==> src/rtl/core/bqd_pkg.sv <==
// ----------------------------------------------------------------------------
// Biquad section package
// Shared widths, register indexes, mode field positions, sequencer commands
// and the configuration record of the direct-form-II biquad section.
// ----------------------------------------------------------------------------
`default_nettype none

package bqd_pkg;

  localparam int IO_W       = 16;
  localparam int CFG_IDX_W  = 4;
  localparam int CFG_DATA_W = 16;
  localparam int FRAC_W     = 5;
  localparam int MODE_W     = 7;
  localparam int SHIFT_W    = 6;

  localparam logic [FRAC_W-1:0] FRAC_RESET = 5'd14;

  // Positions inside the mode register.
  localparam int MODE_UPD_SAT = 0;
  localparam int MODE_ST_RND  = 1;
  localparam int MODE_ST_SAT  = 3;
  localparam int MODE_OUT_RND = 4;
  localparam int MODE_OUT_SAT = 6;

  typedef enum logic [CFG_IDX_W-1:0] {
    REG_SCALE = 4'd0,
    REG_B0    = 4'd1,
    REG_B1    = 4'd2,
    REG_B2    = 4'd3,
    REG_A1    = 4'd4,
    REG_A2    = 4'd5,
    REG_FRAC  = 4'd6,
    REG_MODE  = 4'd7
  } bqd_reg_e;

  typedef enum logic [1:0] {
    RND_FLOOR     = 2'd0,
    RND_NEAR_UP   = 2'd1,
    RND_NEAR_EVEN = 2'd2,
    RND_TO_ZERO   = 2'd3
  } bqd_round_e;

  typedef enum logic [2:0] {
    MUL_X_SCALE = 3'd0,
    MUL_D1_A1   = 3'd1,
    MUL_D2_A2   = 3'd2,
    MUL_N_B0    = 3'd3,
    MUL_D1_B1   = 3'd4,
    MUL_D2_B2   = 3'd5
  } bqd_mul_sel_e;

  typedef struct packed {
    logic signed [IO_W-1:0] scale;
    logic signed [IO_W-1:0] b0;
    logic signed [IO_W-1:0] b1;
    logic signed [IO_W-1:0] b2;
    logic signed [IO_W-1:0] a1;
    logic signed [IO_W-1:0] a2;
    logic [FRAC_W-1:0]      frac;
    logic [MODE_W-1:0]      mode;
  } bqd_cfg_t;

  typedef struct packed {
    logic         in_load;
    bqd_mul_sel_e mul_sel;
    logic         acc_clr;
    logic         acc_en;
    logic         nd1_en;
    logic         out_en;
  } bqd_cmd_t;

endpackage

`default_nettype wire

==> src/rtl/core/bqd_in_if.sv <==
// ----------------------------------------------------------------------------
// Biquad input channel
// Valid/ready channel that carries one input sample per transaction.
// ----------------------------------------------------------------------------
`default_nettype none

interface bqd_in_if;
  logic                            valid;
  logic                            ready;
  logic signed [bqd_pkg::IO_W-1:0] sample_in;

  modport source (output valid, output sample_in, input ready);
  modport sink   (input valid, input sample_in, output ready);
  modport mon    (input valid, input sample_in, input ready);
endinterface

`default_nettype wire

==> src/rtl/core/bqd_out_if.sv <==
// ----------------------------------------------------------------------------
// Biquad output channel
// Valid/ready channel that carries one filtered sample per transaction.
// ----------------------------------------------------------------------------
`default_nettype none

interface bqd_out_if;
  logic                            valid;
  logic                            ready;
  logic signed [bqd_pkg::IO_W-1:0] sample_out;

  modport source (output valid, output sample_out, input ready);
  modport sink   (input valid, input sample_out, output ready);
  modport mon    (input valid, input sample_out, input ready);
endinterface

`default_nettype wire

==> src/rtl/core/bqd_cfg_if.sv <==
// ----------------------------------------------------------------------------
// Biquad configuration channel
// Valid/ready write channel carrying a register index and write data.
// ----------------------------------------------------------------------------
`default_nettype none

interface bqd_cfg_if;
  logic                              valid;
  logic                              ready;
  logic [bqd_pkg::CFG_IDX_W-1:0]     index;
  logic [bqd_pkg::CFG_DATA_W-1:0]    data;

  modport source (output valid, output index, output data, input ready);
  modport sink   (input valid, input index, input data, output ready);
  modport mon    (input valid, input index, input data, input ready);
endinterface

`default_nettype wire

==> src/rtl/core/bqd_regs.sv <==
// ----------------------------------------------------------------------------
// Biquad configuration registers
// Holds the coefficients, fraction shift and mode bits; writes to indexes
// beyond the register list are dropped.
// ----------------------------------------------------------------------------
`default_nettype none

module bqd_regs (
  input  logic              clk_i,
  input  logic              rst_ni,
  bqd_cfg_if.sink           cfg_i,
  output bqd_pkg::bqd_cfg_t cfg_o
);
  import bqd_pkg::*;

  bqd_cfg_t cfg_q;

  assign cfg_i.ready = 1'b1;
  assign cfg_o       = cfg_q;

  always_ff @(posedge clk_i or negedge rst_ni) begin
    if (!rst_ni) begin
      cfg_q <= '{scale: '0, b0: '0, b1: '0, b2: '0, a1: '0, a2: '0,
                 frac: FRAC_RESET, mode: '0};
    end else if (cfg_i.valid) begin
      case (cfg_i.index)
        REG_SCALE: cfg_q.scale <= cfg_i.data[IO_W-1:0];
        REG_B0:    cfg_q.b0    <= cfg_i.data[IO_W-1:0];
        REG_B1:    cfg_q.b1    <= cfg_i.data[IO_W-1:0];
        REG_B2:    cfg_q.b2    <= cfg_i.data[IO_W-1:0];
        REG_A1:    cfg_q.a1    <= cfg_i.data[IO_W-1:0];
        REG_A2:    cfg_q.a2    <= cfg_i.data[IO_W-1:0];
        REG_FRAC:  cfg_q.frac  <= cfg_i.data[FRAC_W-1:0];
        REG_MODE:  cfg_q.mode  <= cfg_i.data[MODE_W-1:0];
        default: begin
        end
      endcase
    end
  end

endmodule

`default_nettype wire

==> src/rtl/core/bqd_ctrl.sv <==
// ----------------------------------------------------------------------------
// Biquad sequencer
// One-hot state machine that steps the shared multiply-accumulate datapath
// through the state sum, its narrowing, the output sum and its narrowing.
// ----------------------------------------------------------------------------
`default_nettype none

module bqd_ctrl (
  input  logic              clk_i,
  input  logic              rst_ni,
  input  logic              in_valid_i,
  output logic              in_ready_o,
  output logic              out_valid_o,
  input  logic              out_ready_i,
  output bqd_pkg::bqd_cmd_t cmd_o
);
  import bqd_pkg::*;

  typedef enum logic [10:0] {
    ST_IDLE = 11'b00000000001,
    ST_M0   = 11'b00000000010,
    ST_M1   = 11'b00000000100,
    ST_M2   = 11'b00000001000,
    ST_M3   = 11'b00000010000,
    ST_NS   = 11'b00000100000,
    ST_M4   = 11'b00001000000,
    ST_M5   = 11'b00010000000,
    ST_M6   = 11'b00100000000,
    ST_M7   = 11'b01000000000,
    ST_NO   = 11'b10000000000
  } bqd_state_e;

  bqd_state_e state_q, state_d;
  logic       out_valid_q, out_valid_d;

  assign in_ready_o  = (state_q == ST_IDLE);
  assign out_valid_o = out_valid_q;

  always_comb begin
    state_d       = state_q;
    out_valid_d   = out_valid_q && !out_ready_i;
    cmd_o         = '0;
    cmd_o.mul_sel = MUL_X_SCALE;
    case (state_q)
      ST_IDLE: begin
        if (in_valid_i) begin
          cmd_o.in_load = 1'b1;
          state_d       = ST_M0;
        end
      end
      ST_M0: begin
        cmd_o.mul_sel = MUL_X_SCALE;
        state_d       = ST_M1;
      end
      ST_M1: begin
        cmd_o.mul_sel = MUL_D1_A1;
        cmd_o.acc_clr = 1'b1;
        cmd_o.acc_en  = 1'b1;
        state_d       = ST_M2;
      end
      ST_M2: begin
        cmd_o.mul_sel = MUL_D2_A2;
        cmd_o.acc_en  = 1'b1;
        state_d       = ST_M3;
      end
      ST_M3: begin
        cmd_o.acc_en = 1'b1;
        state_d      = ST_NS;
      end
      ST_NS: begin
        cmd_o.nd1_en = 1'b1;
        state_d      = ST_M4;
      end
      ST_M4: begin
        cmd_o.mul_sel = MUL_N_B0;
        state_d       = ST_M5;
      end
      ST_M5: begin
        cmd_o.mul_sel = MUL_D1_B1;
        cmd_o.acc_clr = 1'b1;
        cmd_o.acc_en  = 1'b1;
        state_d       = ST_M6;
      end
      ST_M6: begin
        cmd_o.mul_sel = MUL_D2_B2;
        cmd_o.acc_en  = 1'b1;
        state_d       = ST_M7;
      end
      ST_M7: begin
        cmd_o.acc_en = 1'b1;
        state_d      = ST_NO;
      end
      ST_NO: begin
        // The result register must be empty, or emptied in this cycle.
        if (!out_valid_q || out_ready_i) begin
          cmd_o.out_en = 1'b1;
          out_valid_d  = 1'b1;
          state_d      = ST_IDLE;
        end
      end
      default: begin
        state_d = ST_IDLE;
      end
    endcase
  end

  always_ff @(posedge clk_i or negedge rst_ni) begin
    if (!rst_ni) begin
      state_q     <= ST_IDLE;
      out_valid_q <= 1'b0;
    end else begin
      state_q     <= state_d;
      out_valid_q <= out_valid_d;
    end
  end

endmodule

`default_nettype wire

==> src/rtl/core/bqd_dp.sv <==
// ----------------------------------------------------------------------------
// Biquad datapath
// Shared multiplier with product register, wrapping or saturating
// accumulator, rounding narrower and the two delay words.
// ----------------------------------------------------------------------------
`default_nettype none

module bqd_dp #(
  parameter int SAMPLE_WIDTH = 16,
  parameter int ACC_WIDTH    = 40
) (
  input  logic                                 clk_i,
  input  logic                                 rst_ni,
  input  bqd_pkg::bqd_cfg_t                    cfg_i,
  input  bqd_pkg::bqd_cmd_t                    cmd_i,
  input  logic signed [bqd_pkg::IO_W-1:0]      sample_in_i,
  output logic signed [bqd_pkg::IO_W-1:0]      sample_out_o
);
  import bqd_pkg::*;

  localparam int SW   = SAMPLE_WIDTH;
  localparam int AW   = ACC_WIDTH;
  localparam int PW   = 2 * SW;
  localparam int SUMW = ((AW > PW) ? AW : PW) + 1;
  localparam int NW   = (AW > SW) ? AW : SW;
  localparam int RW   = NW + 1;
  localparam int XW   = (SW > IO_W) ? SW : IO_W;

  localparam logic signed [SUMW-1:0] ACC_MAX_S = {{(SUMW-AW+1){1'b0}}, {(AW-1){1'b1}}};
  localparam logic signed [SUMW-1:0] ACC_MIN_S = {{(SUMW-AW+1){1'b1}}, {(AW-1){1'b0}}};
  localparam logic signed [RW-1:0]   SMP_MAX_R = {{(RW-SW+1){1'b0}}, {(SW-1){1'b1}}};
  localparam logic signed [RW-1:0]   SMP_MIN_R = {{(RW-SW+1){1'b1}}, {(SW-1){1'b0}}};
  localparam logic [SHIFT_W-1:0]     SW_SHIFT  = SHIFT_W'(SW);

  // A 16-bit field is sign-extended, then wrapped to the sample width.
  function automatic logic signed [SW-1:0] opnd(input logic signed [IO_W-1:0] raw);
    logic signed [31:0] e;
    e = 32'(raw);
    return e[SW-1:0];
  endfunction

  function automatic logic signed [SW-1:0] narrow(
    input logic signed [AW-1:0] a,
    input logic [SHIFT_W-1:0]   f,
    input bqd_round_e           rm,
    input logic                 sat
  );
    logic signed [NW-1:0] ext;
    logic signed [NW-1:0] sh;
    logic [NW-1:0]        mask;
    logic [NW-1:0]        rem;
    logic [NW-1:0]        half;
    logic                 inc;
    logic signed [RW-1:0] r;
    ext  = NW'(a);
    sh   = ext >>> f;
    mask = ~({NW{1'b1}} << f);
    rem  = ext & mask;
    half = mask ^ (mask >> 1);
    inc  = 1'b0;
    if (f != '0) begin
      case (rm)
        RND_NEAR_UP:   inc = (rem >= half);
        RND_NEAR_EVEN: inc = (rem > half) || ((rem == half) && sh[0]);
        RND_TO_ZERO:   inc = ext[NW-1] && (rem != '0);
        default:       inc = 1'b0;
      endcase
    end
    r = RW'(sh) + {{(RW-1){1'b0}}, inc};
    if (sat && (r > SMP_MAX_R)) begin
      r = SMP_MAX_R;
    end else if (sat && (r < SMP_MIN_R)) begin
      r = SMP_MIN_R;
    end
    return r[SW-1:0];
  endfunction

  logic signed [SW-1:0]   x_q, d1_q, d2_q, nd1_q;
  logic signed [PW-1:0]   prod_q, prod_d;
  logic signed [AW-1:0]   acc_q, acc_d, acc_base;
  logic signed [SUMW-1:0] sum;
  logic signed [SW-1:0]   mul_l, mul_r;
  logic signed [SW-1:0]   nd1_d, y;
  logic signed [XW-1:0]   y_ext;
  logic signed [IO_W-1:0] out_q;
  logic [SHIFT_W-1:0]     frac_eff;
  logic                   upd_sat;

  assign frac_eff = ({1'b0, cfg_i.frac} > SW_SHIFT) ? SW_SHIFT : {1'b0, cfg_i.frac};
  assign upd_sat  = cfg_i.mode[MODE_UPD_SAT];

  always_comb begin
    case (cmd_i.mul_sel)
      MUL_X_SCALE: begin mul_l = x_q;   mul_r = opnd(cfg_i.scale); end
      MUL_D1_A1:   begin mul_l = d1_q;  mul_r = opnd(cfg_i.a1);    end
      MUL_D2_A2:   begin mul_l = d2_q;  mul_r = opnd(cfg_i.a2);    end
      MUL_N_B0:    begin mul_l = nd1_q; mul_r = opnd(cfg_i.b0);    end
      MUL_D1_B1:   begin mul_l = d1_q;  mul_r = opnd(cfg_i.b1);    end
      MUL_D2_B2:   begin mul_l = d2_q;  mul_r = opnd(cfg_i.b2);    end
      default:     begin mul_l = x_q;   mul_r = opnd(cfg_i.scale); end
    endcase
  end

  assign prod_d = mul_l * mul_r;

  // The sum is exact at one bit beyond the wider of accumulator and product.
  always_comb begin
    acc_base = cmd_i.acc_clr ? '0 : acc_q;
    sum      = SUMW'(acc_base) + SUMW'(prod_q);
    if (upd_sat && (sum > ACC_MAX_S)) begin
      acc_d = ACC_MAX_S[AW-1:0];
    end else if (upd_sat && (sum < ACC_MIN_S)) begin
      acc_d = ACC_MIN_S[AW-1:0];
    end else begin
      acc_d = sum[AW-1:0];
    end
  end

  assign nd1_d = narrow(acc_q, frac_eff, bqd_round_e'(cfg_i.mode[MODE_ST_RND +: 2]),
                        cfg_i.mode[MODE_ST_SAT]);
  assign y     = narrow(acc_q, frac_eff, bqd_round_e'(cfg_i.mode[MODE_OUT_RND +: 2]),
                        cfg_i.mode[MODE_OUT_SAT]);
  assign y_ext = XW'(y);

  assign sample_out_o = out_q;

  always_ff @(posedge clk_i) begin
    if (cmd_i.in_load) begin
      x_q <= opnd(sample_in_i);
    end
    prod_q <= prod_d;
    if (cmd_i.acc_en) begin
      acc_q <= acc_d;
    end
    if (cmd_i.nd1_en) begin
      nd1_q <= nd1_d;
    end
    if (cmd_i.out_en) begin
      out_q <= y_ext[IO_W-1:0];
    end
  end

  always_ff @(posedge clk_i or negedge rst_ni) begin
    if (!rst_ni) begin
      d1_q <= '0;
      d2_q <= '0;
    end else if (cmd_i.out_en) begin
      d2_q <= d1_q;
      d1_q <= nd1_q;
    end
  end

endmodule

`default_nettype wire

==> src/rtl/core/fixed_point_biquad_df2_section.sv <==
// An accepted sample steps through the states M0 to M3, NS, M4 to M7 and NO,
// and its result is written to the output register as NO is left. A new sample
// is taken only in idle; the single multiplier forms the six products in turn
// and NS and NO round the sums. A finished result waits in the output register
// while the next sample is taken. Reset clears the delay words, sets the
// coefficients to zero, the fraction shift to 14 and the mode bits to zero.
// ----------------------------------------------------------------------------
// Fixed-point direct-form-II biquad section
// Top level: configuration registers, sequencer and shared MAC datapath.
// ----------------------------------------------------------------------------
`default_nettype none

module fixed_point_biquad_df2_section #(
  parameter int SAMPLE_WIDTH = 16,
  parameter int ACC_WIDTH    = 40
) (
  input  logic    clk_i,
  input  logic    rst_ni,
  bqd_cfg_if.sink cfg_i,
  bqd_in_if.sink  in_i,
  bqd_out_if.source out_o
);
  import bqd_pkg::*;

  bqd_cfg_t cfg;
  bqd_cmd_t cmd;

  bqd_regs u_regs (
    .clk_i  (clk_i),
    .rst_ni (rst_ni),
    .cfg_i  (cfg_i),
    .cfg_o  (cfg)
  );

  bqd_ctrl u_ctrl (
    .clk_i       (clk_i),
    .rst_ni      (rst_ni),
    .in_valid_i  (in_i.valid),
    .in_ready_o  (in_i.ready),
    .out_valid_o (out_o.valid),
    .out_ready_i (out_o.ready),
    .cmd_o       (cmd)
  );

  bqd_dp #(
    .SAMPLE_WIDTH (SAMPLE_WIDTH),
    .ACC_WIDTH    (ACC_WIDTH)
  ) u_dp (
    .clk_i        (clk_i),
    .rst_ni       (rst_ni),
    .cfg_i        (cfg),
    .cmd_i        (cmd),
    .sample_in_i  (in_i.sample_in),
    .sample_out_o (out_o.sample_out)
  );

endmodule

`default_nettype wire

==> src/flat_wrapper.sv <==
// flat-port wrapper written by rule: the top's interface ports become plain ports
module fixed_point_biquad_df2_section_flat import bqd_pkg::*;
#(
  parameter int SAMPLE_WIDTH = 16,
  parameter int ACC_WIDTH    = 40
)
  (clk_i, rst_ni, cfg_i_valid, cfg_i_index, cfg_i_data, cfg_i_ready, in_i_valid, in_i_sample_in, in_i_ready, out_o_valid, out_o_sample_out, out_o_ready);
  bqd_cfg_if cfg_i_i ();
  bqd_in_if in_i_i ();
  bqd_out_if out_o_i ();
  input  logic clk_i;
  input  logic rst_ni;
  input wire logic [$bits(cfg_i_i.valid)-1:0] cfg_i_valid;
  input wire logic [$bits(cfg_i_i.index)-1:0] cfg_i_index;
  input wire logic [$bits(cfg_i_i.data)-1:0] cfg_i_data;
  output wire logic [$bits(cfg_i_i.ready)-1:0] cfg_i_ready;
  input wire logic [$bits(in_i_i.valid)-1:0] in_i_valid;
  input wire logic [$bits(in_i_i.sample_in)-1:0] in_i_sample_in;
  output wire logic [$bits(in_i_i.ready)-1:0] in_i_ready;
  output wire logic [$bits(out_o_i.valid)-1:0] out_o_valid;
  output wire logic [$bits(out_o_i.sample_out)-1:0] out_o_sample_out;
  input wire logic [$bits(out_o_i.ready)-1:0] out_o_ready;
  assign cfg_i_i.valid = cfg_i_valid;
  assign cfg_i_i.index = cfg_i_index;
  assign cfg_i_i.data = cfg_i_data;
  assign cfg_i_ready = cfg_i_i.ready;
  assign in_i_i.valid = in_i_valid;
  assign in_i_i.sample_in = in_i_sample_in;
  assign in_i_ready = in_i_i.ready;
  assign out_o_valid = out_o_i.valid;
  assign out_o_sample_out = out_o_i.sample_out;
  assign out_o_i.ready = out_o_ready;
  fixed_point_biquad_df2_section #(.SAMPLE_WIDTH(SAMPLE_WIDTH), .ACC_WIDTH(ACC_WIDTH)) u_core (.clk_i(clk_i), .rst_ni(rst_ni), .cfg_i(cfg_i_i), .in_i(in_i_i), .out_o(out_o_i));
endmodule
==> config.mk <==
export PLATFORM = sky130hd
export DESIGN_NAME = fixed_point_biquad_df2_section_flat
export DESIGN_NICKNAME = d
export VERILOG_FILES = /design/src/rtl/core/bqd_pkg.sv /design/src/rtl/core/bqd_in_if.sv /design/src/rtl/core/bqd_out_if.sv /design/src/rtl/core/bqd_cfg_if.sv /design/src/rtl/core/bqd_regs.sv /design/src/rtl/core/bqd_ctrl.sv /design/src/rtl/core/bqd_dp.sv /design/src/rtl/core/fixed_point_biquad_df2_section.sv /design/src/flat_wrapper.sv
export SDC_FILE = /design/constraint.sdc
export NUM_CORES = 1
export LEC_CHECK = 0
export ABC_AREA = 1
export BUFFER_PORTS_ARGS = -buffer_cell sky130_fd_sc_hd__clkbuf_2
export CORE_ASPECT_RATIO = 0.9
export CORE_MARGIN = 2
export CORE_UTILIZATION = 65
export CTS_BUF_LIST = sky130_fd_sc_hd__clkbuf_2
export DETAILED_ROUTE_END_ITERATION = 8
export GPL_ROUTABILITY_DRIVEN = 1
export HOLD_SLACK_MARGIN = 0.03
export PLACE_DENSITY_LB_ADDON = 0.15
export SLEW_MARGIN = 20
export SYNTH_ARGS = -nofsm -noshare
export SYNTH_HDL_FRONTEND = slang
export SYNTH_SLANG_ARGS = --single-unit
==> constraint.sdc <==
create_clock -name clk_i -period 11.4 [get_ports clk_i]
set_clock_uncertainty 0.2 [all_clocks]
set_input_delay 0 -clock clk_i [delete_from_list [all_inputs] [get_ports clk_i]]
set_output_delay 0 -clock clk_i [all_outputs]
set_load 0.01 [all_outputs]
==> results of run 1 <==
-- layout make-up --
type | instances | area (um2)
Sequential cell | 272 | 7093
Antenna cell | 5 | 12.51
Fill cell | 3575 | 12510
Clock buffer | 97 | 485.5
Timing Repair Buffer | 192 | 1578
Clock inverter | 27 | 201.4
Inverter | 582 | 2185
Multi-Input combinational cell | 2911 | 19480
Tap cell | 600 | 750.7
-- cells by family (layout without fill, tap and decap cells) --
logic type	Yosys count	after routing	synth area share, %
and+or+nand+nor	1883	1883	29.20
buffers and inverters	703	898	9.526
AOI/OAI and AO/OA	474	474	9.106
adders and majority gates	419	419	24.71
DFF	272	272	24.26
xor gates and xnor gates	106	106	3.175
other	2	34	0.02569
-- critical path: cells and delay by family, from the launching register on --
family | cells | cell delay, ns
AND/OR/NAND/NOR | 9 | 1.90
buffers and inverters | 9 | 1.55
flip-flops | 1 | 0.42
XOR/XNOR | 1 | 0.16
AO/OA/AOI/OAI | 10 | 2.76
adder cells (fa/ha/maj) | 7 | 2.81
-- metrics by stage --
stage	setup slack, ns	hold WS (ns)	instances
2_1_floorplan	3.372	-0.4956	3886
4_1_cts	1.885	0.03031	4681
3_5_place_dp	1.914	-0.04414	4452
5_1_grt	0.9936	0.01406	4686
6_report	1.471	0.07250	4686
3_3_place_gp	2.081	-0.04526	4452
-- routing by layer --
metal | vias to the layer above | global-route usage [%]
met2 | 1675 | 58.36
li1 | 12670 | -
met1 | 13020 | 61.69
met3 | 221 | 12.88
met4 | 2 | 12.28
met5 | - | 0
-- path summary, 6_finish.rpt --
check,from,end,depth (start not counted)
worst max-delay path,u_core.u_ctrl.state_q[1]$_DFFE_PN0P_,u_core.u_dp.prod_q[29]$_DFF_P_,36
worst min-delay path,in_i_sample_in[2],u_core.u_dp.x_q[2]$_DFFE_PP_,3
worst max register to register,u_core.u_ctrl.state_q[1]$_DFFE_PN0P_,u_core.u_dp.prod_q[29]$_DFF_P_,36
worst min register to register,u_core.u_dp.nd1_q[5]$_SDFFCE_PP1P_,u_core.u_dp.d1_q[5]$_DFFE_PN0P_,2
max in group asynchronous,rst_ni,u_core.u_regs.cfg_o[7]$_DFFE_PN0P_,5
min in group asynchronous,rst_ni,u_core.u_regs.cfg_o[88]$_DFFE_PN0P_,5
-- Yosys cell counts, drive strengths merged --
library cell	n	share of area, %
a2111oi	1	0.030
a211oi	6	0.15
a21boi	7	0.18
a21oi	126	2.2
a221oi	20	0.60
a22o	16	0.48
a31oi	7	0.15
and3	2	0.043
buf	42	1.0
clkbuf	79	1.0
clkinv	15	0.19
conb	2	0.026
dfrtp	148	13
dfstp	4	0.36
dfxtp	32	2.2
edfxtp	88	9.0
fa	264	18
ha	155	6.6
inv	567	7.3
nand2	902	12
nand2b	1	0.021
nand3	392	7.5
nand3b	8	0.29
nand4	49	1.0
nor2	500	7.7
nor3	17	0.31
nor3b	1	0.026
nor4	10	0.21
o2111ai	1	0.030
o211ai	2	0.051
o21a	22	0.56
o21ai	258	4.5
o21bai	2	0.051
o221a	1	0.039
o221ai	2	0.060
o311ai	1	0.030
o31ai	2	0.051
or2	1	0.021
xnor2	33	0.99
xor2	73	2.2
-- flip-flops by register name, indices dropped and copies added (netlist names) --
| signal | flops |
|---|---|
| u_core.u_ctrl.state_q | 11 |
| u_core.u_dp.sample_out_o | 16 |
| u_core.u_dp.prod_q | 32 |
| u_core.u_dp.d2_q | 16 |
| u_core.u_ctrl.out_valid_o | 1 |
| u_core.u_regs.cfg_o | 108 |
| u_core.u_dp.d1_q | 16 |
| u_core.u_dp.x_q | 16 |
| u_core.u_dp.nd1_q | 16 |
| u_core.u_dp.acc_q | 40 |
-- cells in the final DEF (no fill, tap or decap), types with 6 or more instances in the layout --
cell type,Yosys,routed
nor2_2,41,44
nor3_1,16,16
nand4_1,49,49
a21oi_1,124,124
inv_2,19,19
edfxtp_1,88,88
nor4_1,10,10
o21ai_0,246,244
nand3_1,348,348
conb_1,2,29
a22o_1,16,16
xnor2_1,33,33
a221oi_1,20,20
clkbuf_2,0,154
o21a_1,22,22
nor2_4,33,34
dfrtp_1,148,147
fa_1,264,264
nand3_2,42,42
a21boi_0,7,7
o21ai_1,11,13
dlygate4sd3_1,0,103
ha_1,155,155
a31oi_1,7,7
clkinv_1,15,32
nand2_1,875,872
nor2_1,424,420
a211oi_1,6,6
inv_1,548,548
buf_4,5,29
xor2_1,73,73
dfxtp_1,32,32
nand2_2,20,23
==> out/qor.txt, run 1 <==
Accumulated negative setup slack - 0 ns
Seq cells post-synth - 272
Final ANT Viol Nets - 0
GRT overflow - 0
Die area - 46,700 um2
WL final - 93.24 mm
Post-Syn Area - 29,240 um2
Die Wd - 227.6 um
RSZ-0062 raised after global routing - no
Die Y - 205.2 um
CP dominant cell by count - inv_1
H-Tree Depth - 3
Ports - 60
CTS hold repair buffers - 105
DRT met1 WL - 39.89 mm
Fin. max-slew vios - 0
Initial Util - 66.00%
Synth Warn # - 0
Post-detail-place hpwl - 70.58 mm
Tightest Pin Transition - 1.100 ns
1st-iter DRT viols - 3,380
CP endpoint kind - flip-flop
DP Area - 30,030 um2
CP Data Arrival Time - 10.57 ns
Min Tclk post-route - 9.929 ns
Root Driver - clkbuf_2
Post-CTS setup repair buffer count - 0
Synth cell types - 61
Metal3 WL - 12.18 mm
DR vias - 27,590
Final setup violation count - 0
Relative slew slack - 26.44%
Final core area utilization - 71.76%
Final instance area - 31,790 um2
Mapped Cells - 3,859
Clock slew at reported path FFs - 0.15 ns
Reg2Reg Setup Slack - 1.47 ns
Vias in the first global route - 26,620
Fin. Hold Viols - 0
First-pass GRT wire length - 147.2 mm
Crit Path Max Fanout - 31
Deepest clock path buffer count - 3
Max layer used - met5
Core ar. - 44,300 um2
Worst-skew pair later-pin latency - 0.99 ns
Avg Cell Area, Syn - 7.577 um2
Pin count of the biggest net entering global routing - 97
Share of cells above drive strength 1 - 9.409%
Router iterations before antenna repair - 7
Area Overhead vs Synth - 8.730%
Post-DR vias/cell - 5.888
CTS tree - done
Antenna violations before repair - 5
TritonCTS Sinks - 272
DR DRC count - 0
Routed WL per cell - 19.90 um
Placer Congestion - 1.077
Port-buffer cells - 58
Row count - 73
Sequential fraction of the synthesis area - 24.26%
Required time of the critical path - 12.04 ns
Class of the worst hold path - input port to flip-flop
Max Cap Viol - 0
CTS Buf Count - 70
Critical-path top delay cell - and3_1
Routed wl met2 - 38.43 mm
Critical path class - flip-flop to flip-flop
Post-CTS sizing - 0
Crit-path max cell delay - 0.76 ns
Worst setup SP type - flip-flop
Layout Nets - 4,489
Final worst path period share - 87.09%
GRT Util Overall - 41.59%
Status - finished, final reports clean
Fmax - 100.7 MHz
Power of run 1 is not shown: default switching activity piles up to over one toggle a cycle in this logic, so the estimate is an artifact.
==> run 2: changes to the inputs <==
- clock period: 11.4 -> 9.6 ns (I/O delays scaled with it)
==> run 2 against run 1 <==
Effect of this change: sequential share of layout area shrank 0.20 points; wire length grew 2.5%; final cell count grew 0.60%; worst setup slack lost 0.81 ns; via count grew 1.0%; die area is the same; global-route usage grew 0.79 points; critical endpoint unchanged; largest cell class unchanged; clock-buffer cell count grew 1; first-iteration DRC count shrank 3.0%.
==> out/qor.txt, run 2 (synthesis gave the netlist of run 1 again) <==
Final ANT Viol Nets - 0 (unchanged)
CP endpoint kind - flip-flop (unchanged)
Fmax - 111.9 MHz (was 100.7 MHz)
Final setup violation count - 0 (unchanged)
Crit-path max cell delay - 0.57 ns (was 0.76 ns)
Die Y - 205.2 um (unchanged)
Most frequent cells in the layout - nand2_1 (869), inv_1 (545), nor2_1 (420) (was nand2_1 (872), inv_1 (548), nor2_1 (420))
Worst setup SP type - flip-flop (unchanged)
TritonCTS Sinks - 272 (unchanged)
Reg2Reg Setup Slack - 0.66 ns (was 1.47 ns)
Critical-path top delay cell - fa_1 (was and3_1)
Fin. max-slew vios - 0 (unchanged)
Accumulated negative setup slack - 0 ns (unchanged)
DR DRC count - 0 (unchanged)
Routed WL per cell - 20.27 um (was 19.90 um)
Critical path class - flip-flop to flip-flop (unchanged)
Commonest non-fill, non-tap cell in the layout - nand2_1 (unchanged)
CTS tree - done (unchanged)
1st-iter DRT viols - 3,279 (was 3,380)
Die area - 46,700 um2 (unchanged)
Root Driver - clkbuf_2 (unchanged)
Share of cells above drive strength 1 - 10.36% (was 9.409%)
Worst hold path endpoint - u_core.u_dp.x_q[12]$_DFFE_PP_ (was u_core.u_dp.x_q[2]$_DFFE_PP_)
Final core area utilization - 72.42% (was 71.76%)
Tightest Pin Transition - 1.103 ns (was 1.100 ns)
CP Data Arrival Time - 9.60 ns (was 10.57 ns)
Layout Nets - 4,524 (was 4,489)
Initial Util - 66.00% (unchanged)
Antenna violations before repair - 3 (was 5)
Max FFs per register - 108 (unchanged)
H-Tree Depth - 3 (unchanged)
DR vias - 27,880 (was 27,590)
Min Tclk post-route - 8.935 ns (was 9.929 ns)
Post-detail-place hpwl - 71.86 mm (was 70.58 mm)
Max Cap Viol - 0 (unchanged)
Reg2reg end - u_core.u_dp.prod_q[29]$_DFF_P_ (unchanged)
First-pass GRT wire length - 149.4 mm (was 147.2 mm)
WHS Path Cells - 3 (unchanged)
Final worst path period share - 93.07% (was 87.09%)
CTS Buf Count - 71 (was 70)
Ports - 60 (unchanged)
Class of the worst hold path - input port to flip-flop (unchanged)
Fin. Hold Viols - 0 (unchanged)
Row count - 73 (unchanged)
RSZ-0062 raised after global routing - no (unchanged)
Required time of the critical path - 10.26 ns (was 12.04 ns)
Router iterations before antenna repair - 8 (was 7)
Clock slew at reported path FFs - 0.10 ns (was 0.15 ns)
GRT Util Overall - 42.38% (was 41.59%)
Relative slew slack - 26.21% (was 26.44%)
Placer Congestion - 1.049 (was 1.077)
Deepest clock path buffer count - 3 (unchanged)
Die Wd - 227.6 um (unchanged)
WL final - 95.57 mm (was 93.24 mm)
Core ar. - 44,300 um2 (unchanged)
Post-DR vias/cell - 5.915 (was 5.888)
Area Overhead vs Synth - 9.731% (was 8.730%)
Crit Path Max Fanout - 31 (unchanged)
GRT overflow - 0 (unchanged)
CP dominant cell by count - inv_1 (unchanged)
Reg2reg path depth - 37 (was 36)
Hold path startpoint - in_i_sample_in[12] (was in_i_sample_in[2])
Status - finished, final reports clean (unchanged)
Vias in the first global route - 26,580 (was 26,620)
Port-buffer cells - 58 (unchanged)
Worst-skew pair later-pin latency - 1.10 ns (was 0.99 ns)
Reg2reg start - u_core.u_ctrl.state_q[9]$_DFFE_PN0P_ (was u_core.u_ctrl.state_q[1]$_DFFE_PN0P_)
Pin count of the biggest net entering global routing - 95 (was 97)
## run 2: timing repair
| action | 4_1_cts | 5_1_grt |
|---|---|---|
| resized for setup | 0 | 11 |
| buffers inserted | 0 | 0 |
| endpoints found under the hold margin | 327 | 0 |
| setup endpoints to repair | 0 | 2 |
| hold buffers | 112 | 0 |
## run 2: worst max-delay path: cells and delay by family, from the launching register on
kind	cells	cell delay [ns]
AOI/OAI and AO/OA	9	1.83
xor gates and xnor gates	1	0.15
adders and majority gates	7	3.41
buffers and inverters	13	1.53
DFF	1	0.41
and+or+nand+nor	7	1.16
## run 2: how the worst max path moves through the flow
stage	slack, ns	to	from	depth (start not counted)
floorplan	1.57	u_core.u_dp.prod_q[29]$_DFF_P_	u_core.u_ctrl.state_q[1]$_DFFE_PN0P_	37
global placement	0.94	u_core.u_dp.prod_q[29]$_DFF_P_	u_core.u_ctrl.state_q[9]$_DFFE_PN0P_	35
detailed placement	0.78	u_core.u_dp.prod_q[29]$_DFF_P_	u_core.u_ctrl.state_q[5]$_DFFE_PN0P_	35
CTS	0.64	u_core.u_dp.prod_q[29]$_DFF_P_	u_core.u_ctrl.state_q[5]$_DFFE_PN0P_	35
global route	0.02	u_core.u_dp.prod_q[29]$_DFF_P_	u_core.u_ctrl.state_q[9]$_DFFE_PN0P_	37
finish	0.66	u_core.u_dp.prod_q[29]$_DFF_P_	u_core.u_ctrl.state_q[9]$_DFFE_PN0P_	37
## run 2: final cells by class
cell class / instances / area [um2]
Antenna cell: 4 / 10.01
Fill cell: 3524 / 12220
Timing Repair Buffer: 226 / 1867
Clock buffer: 98 / 490.5
Clock inverter: 21 / 172.7
Multi-Input combinational cell: 2911 / 19520
Inverter: 582 / 2185
Tap cell: 600 / 750.7
Sequential cell: 272 / 7093
## run 2: routing by layer
layer | part of all wire [%] | vias up | global-route usage [%]
met5 | 0 | - | 0
met4 | 3.3 | 0 | 12.68
met3 | 14 | 261 | 14.28
met2 | 41 | 1764 | 59.09
met1 | 42 | 13110 | 62.35
li1 | - | 12750 | -
## run 2: through the flow
step	setup slack, ns	hold slack, ns	instances	cell area [um2]
CTS	0.6450	0.03617	4710	32050
floorplan	1.572	-0.4956	3886	29340
global route	0.02481	0.03815	4712	32080
global placement	0.9415	-0.05557	4479	30240
finish	0.6649	0.09959	4714	32080
detailed placement	0.7846	-0.05886	4479	30250
Power of run 2 is left out for the same reason.
